**config.mk**
```make
export PLATFORM = sky130hd
export DESIGN_NAME = iak_controller
export DESIGN_NICKNAME = d
export VERILOG_FILES = /design/src/rtl/iak_pkg.sv /design/src/rtl/iak_controller.sv
export SDC_FILE = /design/constraint.sdc
export NUM_CORES = 1
export LEC_CHECK = 0
export CORE_MARGIN = 1
export CORE_UTILIZATION = 45
export CTS_CLUSTER_SIZE = 30
export DETAILED_ROUTE_END_ITERATION = 12
export DONT_BUFFER_PORTS = 1
export GPL_TIMING_DRIVEN = 1
export MAX_ROUTING_LAYER = met4
export SETUP_SLACK_MARGIN = 0.02
export SYNTH_ARGS = -nofsm -noshare
export SYNTH_HDL_FRONTEND = slang
export SYNTH_SLANG_ARGS = --single-unit
```
**constraint.sdc**
```tcl
create_clock -name clock -period 2.7 [get_ports clock]
set_clock_uncertainty 0.05 [all_clocks]
set_input_delay 0.54 -clock clock [delete_from_list [all_inputs] [get_ports clock]]
set_output_delay 0.54 -clock clock [all_outputs]
set_load 0.01 [all_outputs]
```
**src/rtl/iak_pkg.sv**
```systemverilog
// ----------------------------------------------------------------------------
// iak_pkg
// types, constants and aes helper functions for the iterated key transform
// ----------------------------------------------------------------------------
package iak_pkg;

   localparam int WordWidth  = 64;
   localparam int BlockWidth = 128;
   localparam int KeyWidth   = 256;
   localparam int RoundNum   = 14;
   localparam int CsrIdxWidth = 3;

   typedef enum logic [CsrIdxWidth-1:0] {
      REG_ROUND_COUNT = 3'd0,
      REG_KEY_WORD_0  = 3'd1,
      REG_KEY_WORD_1  = 3'd2,
      REG_KEY_WORD_2  = 3'd3,
      REG_KEY_WORD_3  = 3'd4
   } csr_idx_type;

   typedef struct packed {
      logic [WordWidth-1:0] data_word_0;
      logic [WordWidth-1:0] data_word_1;
      logic [WordWidth-1:0] data_word_2;
      logic [WordWidth-1:0] data_word_3;
   } req_type;

   typedef struct packed {
      logic [WordWidth-1:0] out_word_0;
      logic [WordWidth-1:0] out_word_1;
      logic [WordWidth-1:0] out_word_2;
      logic [WordWidth-1:0] out_word_3;
   } rsp_type;

   // controller to datapath
   typedef struct packed {
      logic load;
      logic key_init;
      logic key_step;
      logic key_even;
      logic blk_init;
      logic blk_round;
      logic blk_last;
   } cmd_type;

   function automatic logic [7:0] sbox(input logic [7:0] x);
      logic [7:0] t [256];
      t = '{
      8'h63,8'h7c,8'h77,8'h7b,8'hf2,8'h6b,8'h6f,8'hc5,8'h30,8'h01,8'h67,8'h2b,8'hfe,8'hd7,8'hab,8'h76,
      8'hca,8'h82,8'hc9,8'h7d,8'hfa,8'h59,8'h47,8'hf0,8'had,8'hd4,8'ha2,8'haf,8'h9c,8'ha4,8'h72,8'hc0,
      8'hb7,8'hfd,8'h93,8'h26,8'h36,8'h3f,8'hf7,8'hcc,8'h34,8'ha5,8'he5,8'hf1,8'h71,8'hd8,8'h31,8'h15,
      8'h04,8'hc7,8'h23,8'hc3,8'h18,8'h96,8'h05,8'h9a,8'h07,8'h12,8'h80,8'he2,8'heb,8'h27,8'hb2,8'h75,
      8'h09,8'h83,8'h2c,8'h1a,8'h1b,8'h6e,8'h5a,8'ha0,8'h52,8'h3b,8'hd6,8'hb3,8'h29,8'he3,8'h2f,8'h84,
      8'h53,8'hd1,8'h00,8'hed,8'h20,8'hfc,8'hb1,8'h5b,8'h6a,8'hcb,8'hbe,8'h39,8'h4a,8'h4c,8'h58,8'hcf,
      8'hd0,8'hef,8'haa,8'hfb,8'h43,8'h4d,8'h33,8'h85,8'h45,8'hf9,8'h02,8'h7f,8'h50,8'h3c,8'h9f,8'ha8,
      8'h51,8'ha3,8'h40,8'h8f,8'h92,8'h9d,8'h38,8'hf5,8'hbc,8'hb6,8'hda,8'h21,8'h10,8'hff,8'hf3,8'hd2,
      8'hcd,8'h0c,8'h13,8'hec,8'h5f,8'h97,8'h44,8'h17,8'hc4,8'ha7,8'h7e,8'h3d,8'h64,8'h5d,8'h19,8'h73,
      8'h60,8'h81,8'h4f,8'hdc,8'h22,8'h2a,8'h90,8'h88,8'h46,8'hee,8'hb8,8'h14,8'hde,8'h5e,8'h0b,8'hdb,
      8'he0,8'h32,8'h3a,8'h0a,8'h49,8'h06,8'h24,8'h5c,8'hc2,8'hd3,8'hac,8'h62,8'h91,8'h95,8'he4,8'h79,
      8'he7,8'hc8,8'h37,8'h6d,8'h8d,8'hd5,8'h4e,8'ha9,8'h6c,8'h56,8'hf4,8'hea,8'h65,8'h7a,8'hae,8'h08,
      8'hba,8'h78,8'h25,8'h2e,8'h1c,8'ha6,8'hb4,8'hc6,8'he8,8'hdd,8'h74,8'h1f,8'h4b,8'hbd,8'h8b,8'h8a,
      8'h70,8'h3e,8'hb5,8'h66,8'h48,8'h03,8'hf6,8'h0e,8'h61,8'h35,8'h57,8'hb9,8'h86,8'hc1,8'h1d,8'h9e,
      8'he1,8'hf8,8'h98,8'h11,8'h69,8'hd9,8'h8e,8'h94,8'h9b,8'h1e,8'h87,8'he9,8'hce,8'h55,8'h28,8'hdf,
      8'h8c,8'ha1,8'h89,8'h0d,8'hbf,8'he6,8'h42,8'h68,8'h41,8'h99,8'h2d,8'h0f,8'hb0,8'h54,8'hbb,8'h16};
      return t[x];
   endfunction

   function automatic logic [31:0] sub_word(input logic [31:0] w);
      return {sbox(w[31:24]), sbox(w[23:16]), sbox(w[15:8]), sbox(w[7:0])};
   endfunction

   function automatic logic [7:0] xtime(input logic [7:0] x);
      return {x[6:0], 1'b0} ^ (x[7] ? 8'h1b : 8'h00);
   endfunction

   // byte i of the state sits at bits [127-8i -: 8]
   function automatic logic [BlockWidth-1:0] aes_round(input logic [BlockWidth-1:0] s,
                                                         input logic last);
      logic [7:0] t [16];
      logic [7:0] a0, a1, a2, a3, al;
      logic [BlockWidth-1:0] r;
      for (int c = 0; c < 4; c++) begin
         for (int k = 0; k < 4; k++) begin
            t[k + 4*c] = sbox(s[BlockWidth-1-8*(k + 4*((c + k) % 4)) -: 8]);
         end
      end
      if (!last) begin
         for (int c = 0; c < 4; c++) begin
            a0 = t[4*c]; a1 = t[4*c+1]; a2 = t[4*c+2]; a3 = t[4*c+3];
            al = a0 ^ a1 ^ a2 ^ a3;
            t[4*c]   = a0 ^ al ^ xtime(a0 ^ a1);
            t[4*c+1] = a1 ^ al ^ xtime(a1 ^ a2);
            t[4*c+2] = a2 ^ al ^ xtime(a2 ^ a3);
            t[4*c+3] = a3 ^ al ^ xtime(a3 ^ a0);
         end
      end
      for (int i = 0; i < 16; i++) begin
         r[BlockWidth-1-8*i -: 8] = t[i];
      end
      return r;
   endfunction

endpackage

```
**src/rtl/iak_controller.sv**
```systemverilog
// ----------------------------------------------------------------------------
// iak_controller
// sequences key window, aes rounds and the encryption count
// ----------------------------------------------------------------------------
module iak_controller (
   input  logic                          clock,
   input  logic                          reset,
   input  logic                          req_valid,
   output logic                          req_ready,
   output logic                          rsp_valid,
   input  logic                          rsp_ready,
   input  logic [iak_pkg::WordWidth-1:0] round_count,
   output iak_pkg::cmd_type              cmd,
   output logic [7:0]                    rcon
);

   typedef enum logic [1:0] {IDLE, START, ROUND, DONE} state_type;

   state_type                      state_ff, state_in;
   logic [iak_pkg::WordWidth-1:0]  left_ff, left_in;
   logic [3:0]                     rnd_ff, rnd_in;
   logic [7:0]                     rcon_ff, rcon_in;

   assign req_ready = (state_ff == IDLE);
   assign rsp_valid = (state_ff == DONE);
   assign rcon      = rcon_ff;

   always_comb begin
      state_in = state_ff;
      left_in  = left_ff;
      rnd_in   = rnd_ff;
      rcon_in  = rcon_ff;
      cmd      = '0;
      cmd.key_even = ~rnd_ff[0];
      unique case (state_ff)
         IDLE: begin
            if (req_valid) begin
               cmd.load = 1'b1;
               left_in  = round_count;
               state_in = (round_count == '0) ? DONE : START;
            end
         end
         START: begin
            cmd.key_init = 1'b1;
            rnd_in   = 4'd0;
            rcon_in  = 8'h01;
            state_in = ROUND;
         end
         ROUND: begin
            if (rnd_ff == 4'd0) begin
               cmd.blk_init = 1'b1;
            end else begin
               cmd.blk_round = 1'b1;
               cmd.blk_last  = (rnd_ff == 4'(iak_pkg::RoundNum));
            end
            if (rnd_ff[0]) begin
               cmd.key_step = 1'b1;
               rcon_in = {rcon_ff[6:0], 1'b0};
            end
            rnd_in = rnd_ff + 4'd1;
            if (rnd_ff == 4'(iak_pkg::RoundNum)) begin
               left_in = left_ff - 64'd1;
               if (left_ff == 64'd1) begin
                  state_in = DONE;
               end else begin
                  state_in = START;
               end
            end
         end
         DONE: begin
            if (rsp_ready) begin
               state_in = IDLE;
            end
         end
         default: state_in = IDLE;
      endcase
   end

   always_ff @(posedge clock) begin
      if (reset) begin
         state_ff <= IDLE;
         left_ff  <= '0;
         rnd_ff   <= '0;
         rcon_ff  <= '0;
      end else begin
         state_ff <= state_in;
         left_ff  <= left_in;
         rnd_ff   <= rnd_in;
         rcon_ff  <= rcon_in;
      end
   end

endmodule

```
After elaboration in Yosys (flattened, before gate mapping)

Index checks and enable logic that the tools add are counted.

Equal/unequal tests: 9
Reductions and logical operators: 8
$add $sub $neg: 2
Bitwise gates (word level): 1
Mux-type cells: 20

Operator list:

| operator                | count |
|---|---|
| $mux W64                | 2 |
| $pmux W64 S2            | 1 |
| $eq A64 B1 Y1 const B   | 1 |
| $logic_not A64 Y1       | 1 |
| $sub A64 B1 Y64 const B | 1 |
| $pmux W8 S2             | 1 |
| $mux W2                 | 6 |
| $mux W8                 | 1 |
| $pmux W2 S4             | 1 |
| $pmux W4 S2             | 1 |
| $mux W1                 | 6 |
| $ne A2 B2 Y1 const B    | 3 |
| $reduce_and A3 Y1       | 2 |
| $add A4 B1 Y4 const B   | 1 |
| $eq A2 B2 Y1 const B    | 2 |
| $eq A4 B4 Y1 const B    | 1 |
| $logic_not A4 Y1        | 1 |
| $reduce_bool A2 Y1      | 2 |
| $mux W3                 | 1 |
| $eq A2 B1 Y1 const B    | 1 |
| $logic_not A2 Y1        | 1 |
| $ne A2 B1 Y1 const B    | 1 |
| $reduce_and A2 Y1       | 1 |
| $not A1 Y1              | 1 |

Input port bits: 68
Word-level logic and storage cells: 44
Output and inout port bits: 17
Register bits after elaboration: 78

Longest topological paths before layout

Word-level depth: 4
Gate-level depth with buffers: 12
Depth with buffers taken out: 8

Worst setup path before layout

OpenSTA, ideal clock, no wires.

Kind: reg-to-reg
Start: register left_ff[0] in the netlist's numbering
End: register left_ff[58] in the netlist's numbering
Path slack: -0.080 ns
Clock period less this slack: 2.780 ns
Arrival: 2.600 ns
Cell stages (with the launch flop): 10
Data required time: 2.519 ns
Cells stage by stage: dfxtp_1 > inv_1 > ha_1 > or3b_4 > or3_1 > or4_1 > buf_2 > or3_1 > mux2i_1 > o22ai_1

Cells in the longest elaborated chain, start to end: 3

Ends and longest elaborated chain:

| element                | line                 | RTL |
|---|---|---|
| from (decl)            | iak_controller.sv:20 | `logic [iak_pkg::WordWidth-1:0] left_ff, left_in;` |
| from (signal assigned) | iak_controller.sv:87 | `left_ff <= left_in;` |
| $sub A64 B1 Y64        | iak_controller.sv:62 | `left_in = left_ff - 64'd1;` |
| $mux W64               | iak_controller.sv:61 | `if (rnd_ff == 4'(iak_pkg::RoundNum)) begin` |
| $pmux W64 S2           | iak_controller.sv:35 | `unique case (state_ff)` |

No other way between the ends. The select of a mux whose other input is x is not followed.
A chain may end at the register's enable or synchronous reset.

Final worst setup path

Start: register left_ff[0] in the netlist's numbering
End: register left_ff[54] in the netlist's numbering

Same word-level chain as after synthesis.

==> impl_metrics.tcl <==
set metrics [dict create \
    clockBufferDepth 2 \
    die_h_um 107 \
    power_frac_clock_pct 12.2 \
    worst-r2r-setup-slack_ps 90 \
    initial_core_utilization_pct 46.2 \
    antenna_found_initial 0 \
    viasPerCell 6.61 \
    worst_pin_slew_ps 583 \
    layout-area-overhead-vs-synth_pct 12.8 \
    power.switching_fraction_pct 49.5 \
    power_frac_seq_pct 26.1 \
    routed_wire_length_per_instance_um 20.3 \
    core_area_um2 10800 \
    gp_congestion 0.885 \
    postSynth.topFlopCell "sky130_fd_sc_hd__dfxtp_1" \
    rsz0062_at_grt "yes" \
    firstDrtPassIters 5 \
    power.ir.vdd_worst_mv 0.558 \
    yosys_register_bits 78 \
    tritoncts_clock_tree "built" \
    synth_area_per_cell_um2 7.37 \
    status "completed" \
    power.density_nw_per_um2 1340 \
    grt_util_all_layers_pct 31.0 \
    floorplan.die_area_um2 11600 \
    layout-drive-gt1-share_pct 12.4 \
    syn-num-nets 756 \
    min-delay-path-class "input port to flip-flop" \
    clkSlewWorstSetupHoldPaths_ps 90 \
    netlist_instances 679 \
    numCtsBuffers 9 \
    crit-reg2reg-launch "left_ff[0]" \
    clock_insertion_delay_worst_skew_ps 370 \
    global_route_wire_length_before_repair_um 26900 \
    most_common_library_cell_in_the_layout_ignoring_fill_and_taps "sky130_fd_sc_hd__dfxtp_1" \
    number_of_enable_type_register_cells_in_the_synthesized_netlist 0 \
    report.final.slew_viol_count 0 \
    worst_r2r_path_depth 8 \
    synth-warning-count 0 \
    cts_hold_repair.buffers 0 \
    finalHoldViolations 0 \
    cts_root_buffer "sky130_fd_sc_hd__clkbuf_8" \
    drv_cap 0 \
    grt_pass1_vias 5117 \
    post-cts-setup-buffer-count 0 \
    cp_max_fo 5 \
    final_min_period_over_clock_period_pct 96.8 \
    finish.cell_count_without_fillers 836 \
    timing.rr.end "left_ff[54]" \
    hpwlAfterDp_um 11900 \
    floorplan.die.width_um 107 \
    worstSetupStartpointType "flip-flop" \
    post_synth_instance_area_um2 5010 \
    synth.distinct_cells 58 \
    cp.required_ps 2930 \
    clock_sink_count 78 \
    rows 38 \
    final_cell_mix "sky130_fd_sc_hd__dfxtp_1, sky130_fd_sc_hd__nor2_1, sky130_fd_sc_hd__nand2_1, sky130_fd_sc_hd__a21oi_1, sky130_fd_sc_hd__buf_4" \
    grt_max_degree 76 \
    io-pin-count 85 \
    pwr-share-comb_pct 61.7 \
    power.internal_mw 3.82 \
    path_class "flip-flop to flip-flop" \
    detailroute.via_count 5523 \
    final-setup-viol-count 0 \
    synth-async-reset-ratio_pct 0 \
    remaining_drc_errors 0 \
    antennaDiodeCount 0 \
    setup.worst_path.end_class "flip-flop" \
    fin_crit_ps 2610 \
    critPathArrivalTime_ps 2840 \
    max_clock_freq_ghz 0.382 \
    synth.yosys.seq_area_share_pct 31.2 \
    power.static_leakage_nw 1.93 \
    fin_total_pwr_mw 7.57 \
    worst_slew_margin_rel_pct 61.1 \
    endpoint "left_ff[54]" \
    power.switching_mw 3.75 \
    htree_levels 3 \
    ant_nets 0 \
    critPathLaunch "left_ff[0]" \
    placed_cells_incl_taps 820 \
    detailedRoute.firstIterationViolations 431 \
    layout.nets 768 \
    post_detailed_routing_wire_length_um 17000 \
    numPortBuffers 0 \
    global_route.overflow_total 0 \
    timing.hold.ws_ps 197 \
]
[cell usage after synthesis (all sizes together), types with 7 or more instances]
cell / n / area [um2]
a211oi: 7 / 52.6
a21oi: 44 / 220
a22oi: 22 / 165
a31oi: 20 / 125
and3: 12 / 75.1
clkbuf: 38 / 143
dfxtp: 78 / 1560
ha: 9 / 113
inv: 19 / 71.3
nand2: 62 / 233
nand2b: 7 / 43.8
nand3: 22 / 110
nand4: 13 / 81.3
nor2: 67 / 251
nor2b: 9 / 56.3
nor3: 37 / 190
nor4: 30 / 194
o21ai: 39 / 195
o22ai: 8 / 50.1
o32ai: 9 / 78.8
or3: 20 / 125
or4: 10 / 75.1
[worst min-delay path by stage]
stage                     start     endpoint  slack [ps]  cells after the start
floorplan            left_ff[6]   left_ff[6]         410                      2
global placement     left_ff[6]   left_ff[6]         420                      2
detailed placement  left_ff[15]  left_ff[15]         420                      2
CTS                       reset  left_ff[54]         170                      1
global route              reset  left_ff[54]         190                      1
finish                    reset  left_ff[61]         200                      1
[cell type report]
type	instances	area, um2
Clock buffer	12	155
Clock inverter	4	45.0
Fill cell	1088	5190
Inverter	21	78.8
Multi-Input combinational cell	537	3270
Sequential cell	78	1560
Tap cell	140	175
Timing Repair Buffer	44	368
[worst max-delay path: stages (launching register included)]
cell and delay [ps]:
sky130_fd_sc_hd__dfxtp_1 320, sky130_fd_sc_hd__inv_2 70, sky130_fd_sc_hd__ha_4 130, sky130_fd_sc_hd__or3b_4 380
sky130_fd_sc_hd__or3_4 350, sky130_fd_sc_hd__or4_4 480, sky130_fd_sc_hd__or2_4 280, sky130_fd_sc_hd__nor3b_1 140
sky130_fd_sc_hd__a2111oi_2 320
[per-layer routing]
layer	share of wire [%]	up-vias	GRT usage (%)
met2	46	221	46.9
met3	6.4	28	4.60
li1	-	2624	-
met5	0	-	-
met1	45	2650	41.2
met4	2.7	0	13.1
[registers in the layout, indices dropped and copies added (netlist names)]
| signal | cells |
|---|---|
| rcon | 8 |
| state_ff | 2 |
| left_ff | 64 |
| rnd_ff | 4 |
[power by group through the flow]
| stage | sequential, mW | clock, mW | combinational [mW] |
|---|---|---|---|
| finish | 1.98 | 0.922 | 4.67 |
| global route | 2.05 | 0.988 | 5.12 |
| CTS | 1.96 | 0.947 | 4.54 |
| global placement | 1.97 | 0 | 4.47 |
| detailed placement | 1.99 | 0 | 4.52 |
| floorplan | 1.89 | 0 | 3.01 |
[what timing repair did]
| action | CTS | global route |
|---|---|---|
| endpoints found under the setup margin | 5 | 8 |
| pin swaps | 1 | 0 |
| gates resized for setup | 0 | 9 |
| endpoints found under the hold margin | 0 | 0 |
| cloned | 0 | 0 |
[metrics by stage]
step                      util, %  setup TNS (ps)  worst slack [ps]  area (um2)
after global placement       49.9           -15.6             -15.6        5410
after floorplan                 -               0              20.1        5030
after CTS                    51.7               0              52.5        5610
final                        52.1               0              85.3        5650
after global routing         52.1           -1.75             -1.75        5650
after detailed placement     49.9           -90.1             -53.3        5410
[cell families (layout without fill, tap and decap cells)]
logic type	count (synthesis)	after routing	share of synthesized area, %
xor+xnor	1	1	0.175
simple gates	317	317	33.0
compound gates	202	202	26.9
fa+ha+maj	9	9	2.25
buf+inv	64	81	4.85
flops	78	78	31.2
mux	8	8	1.65
Note: power is estimated with default switching activity, not from simulation.
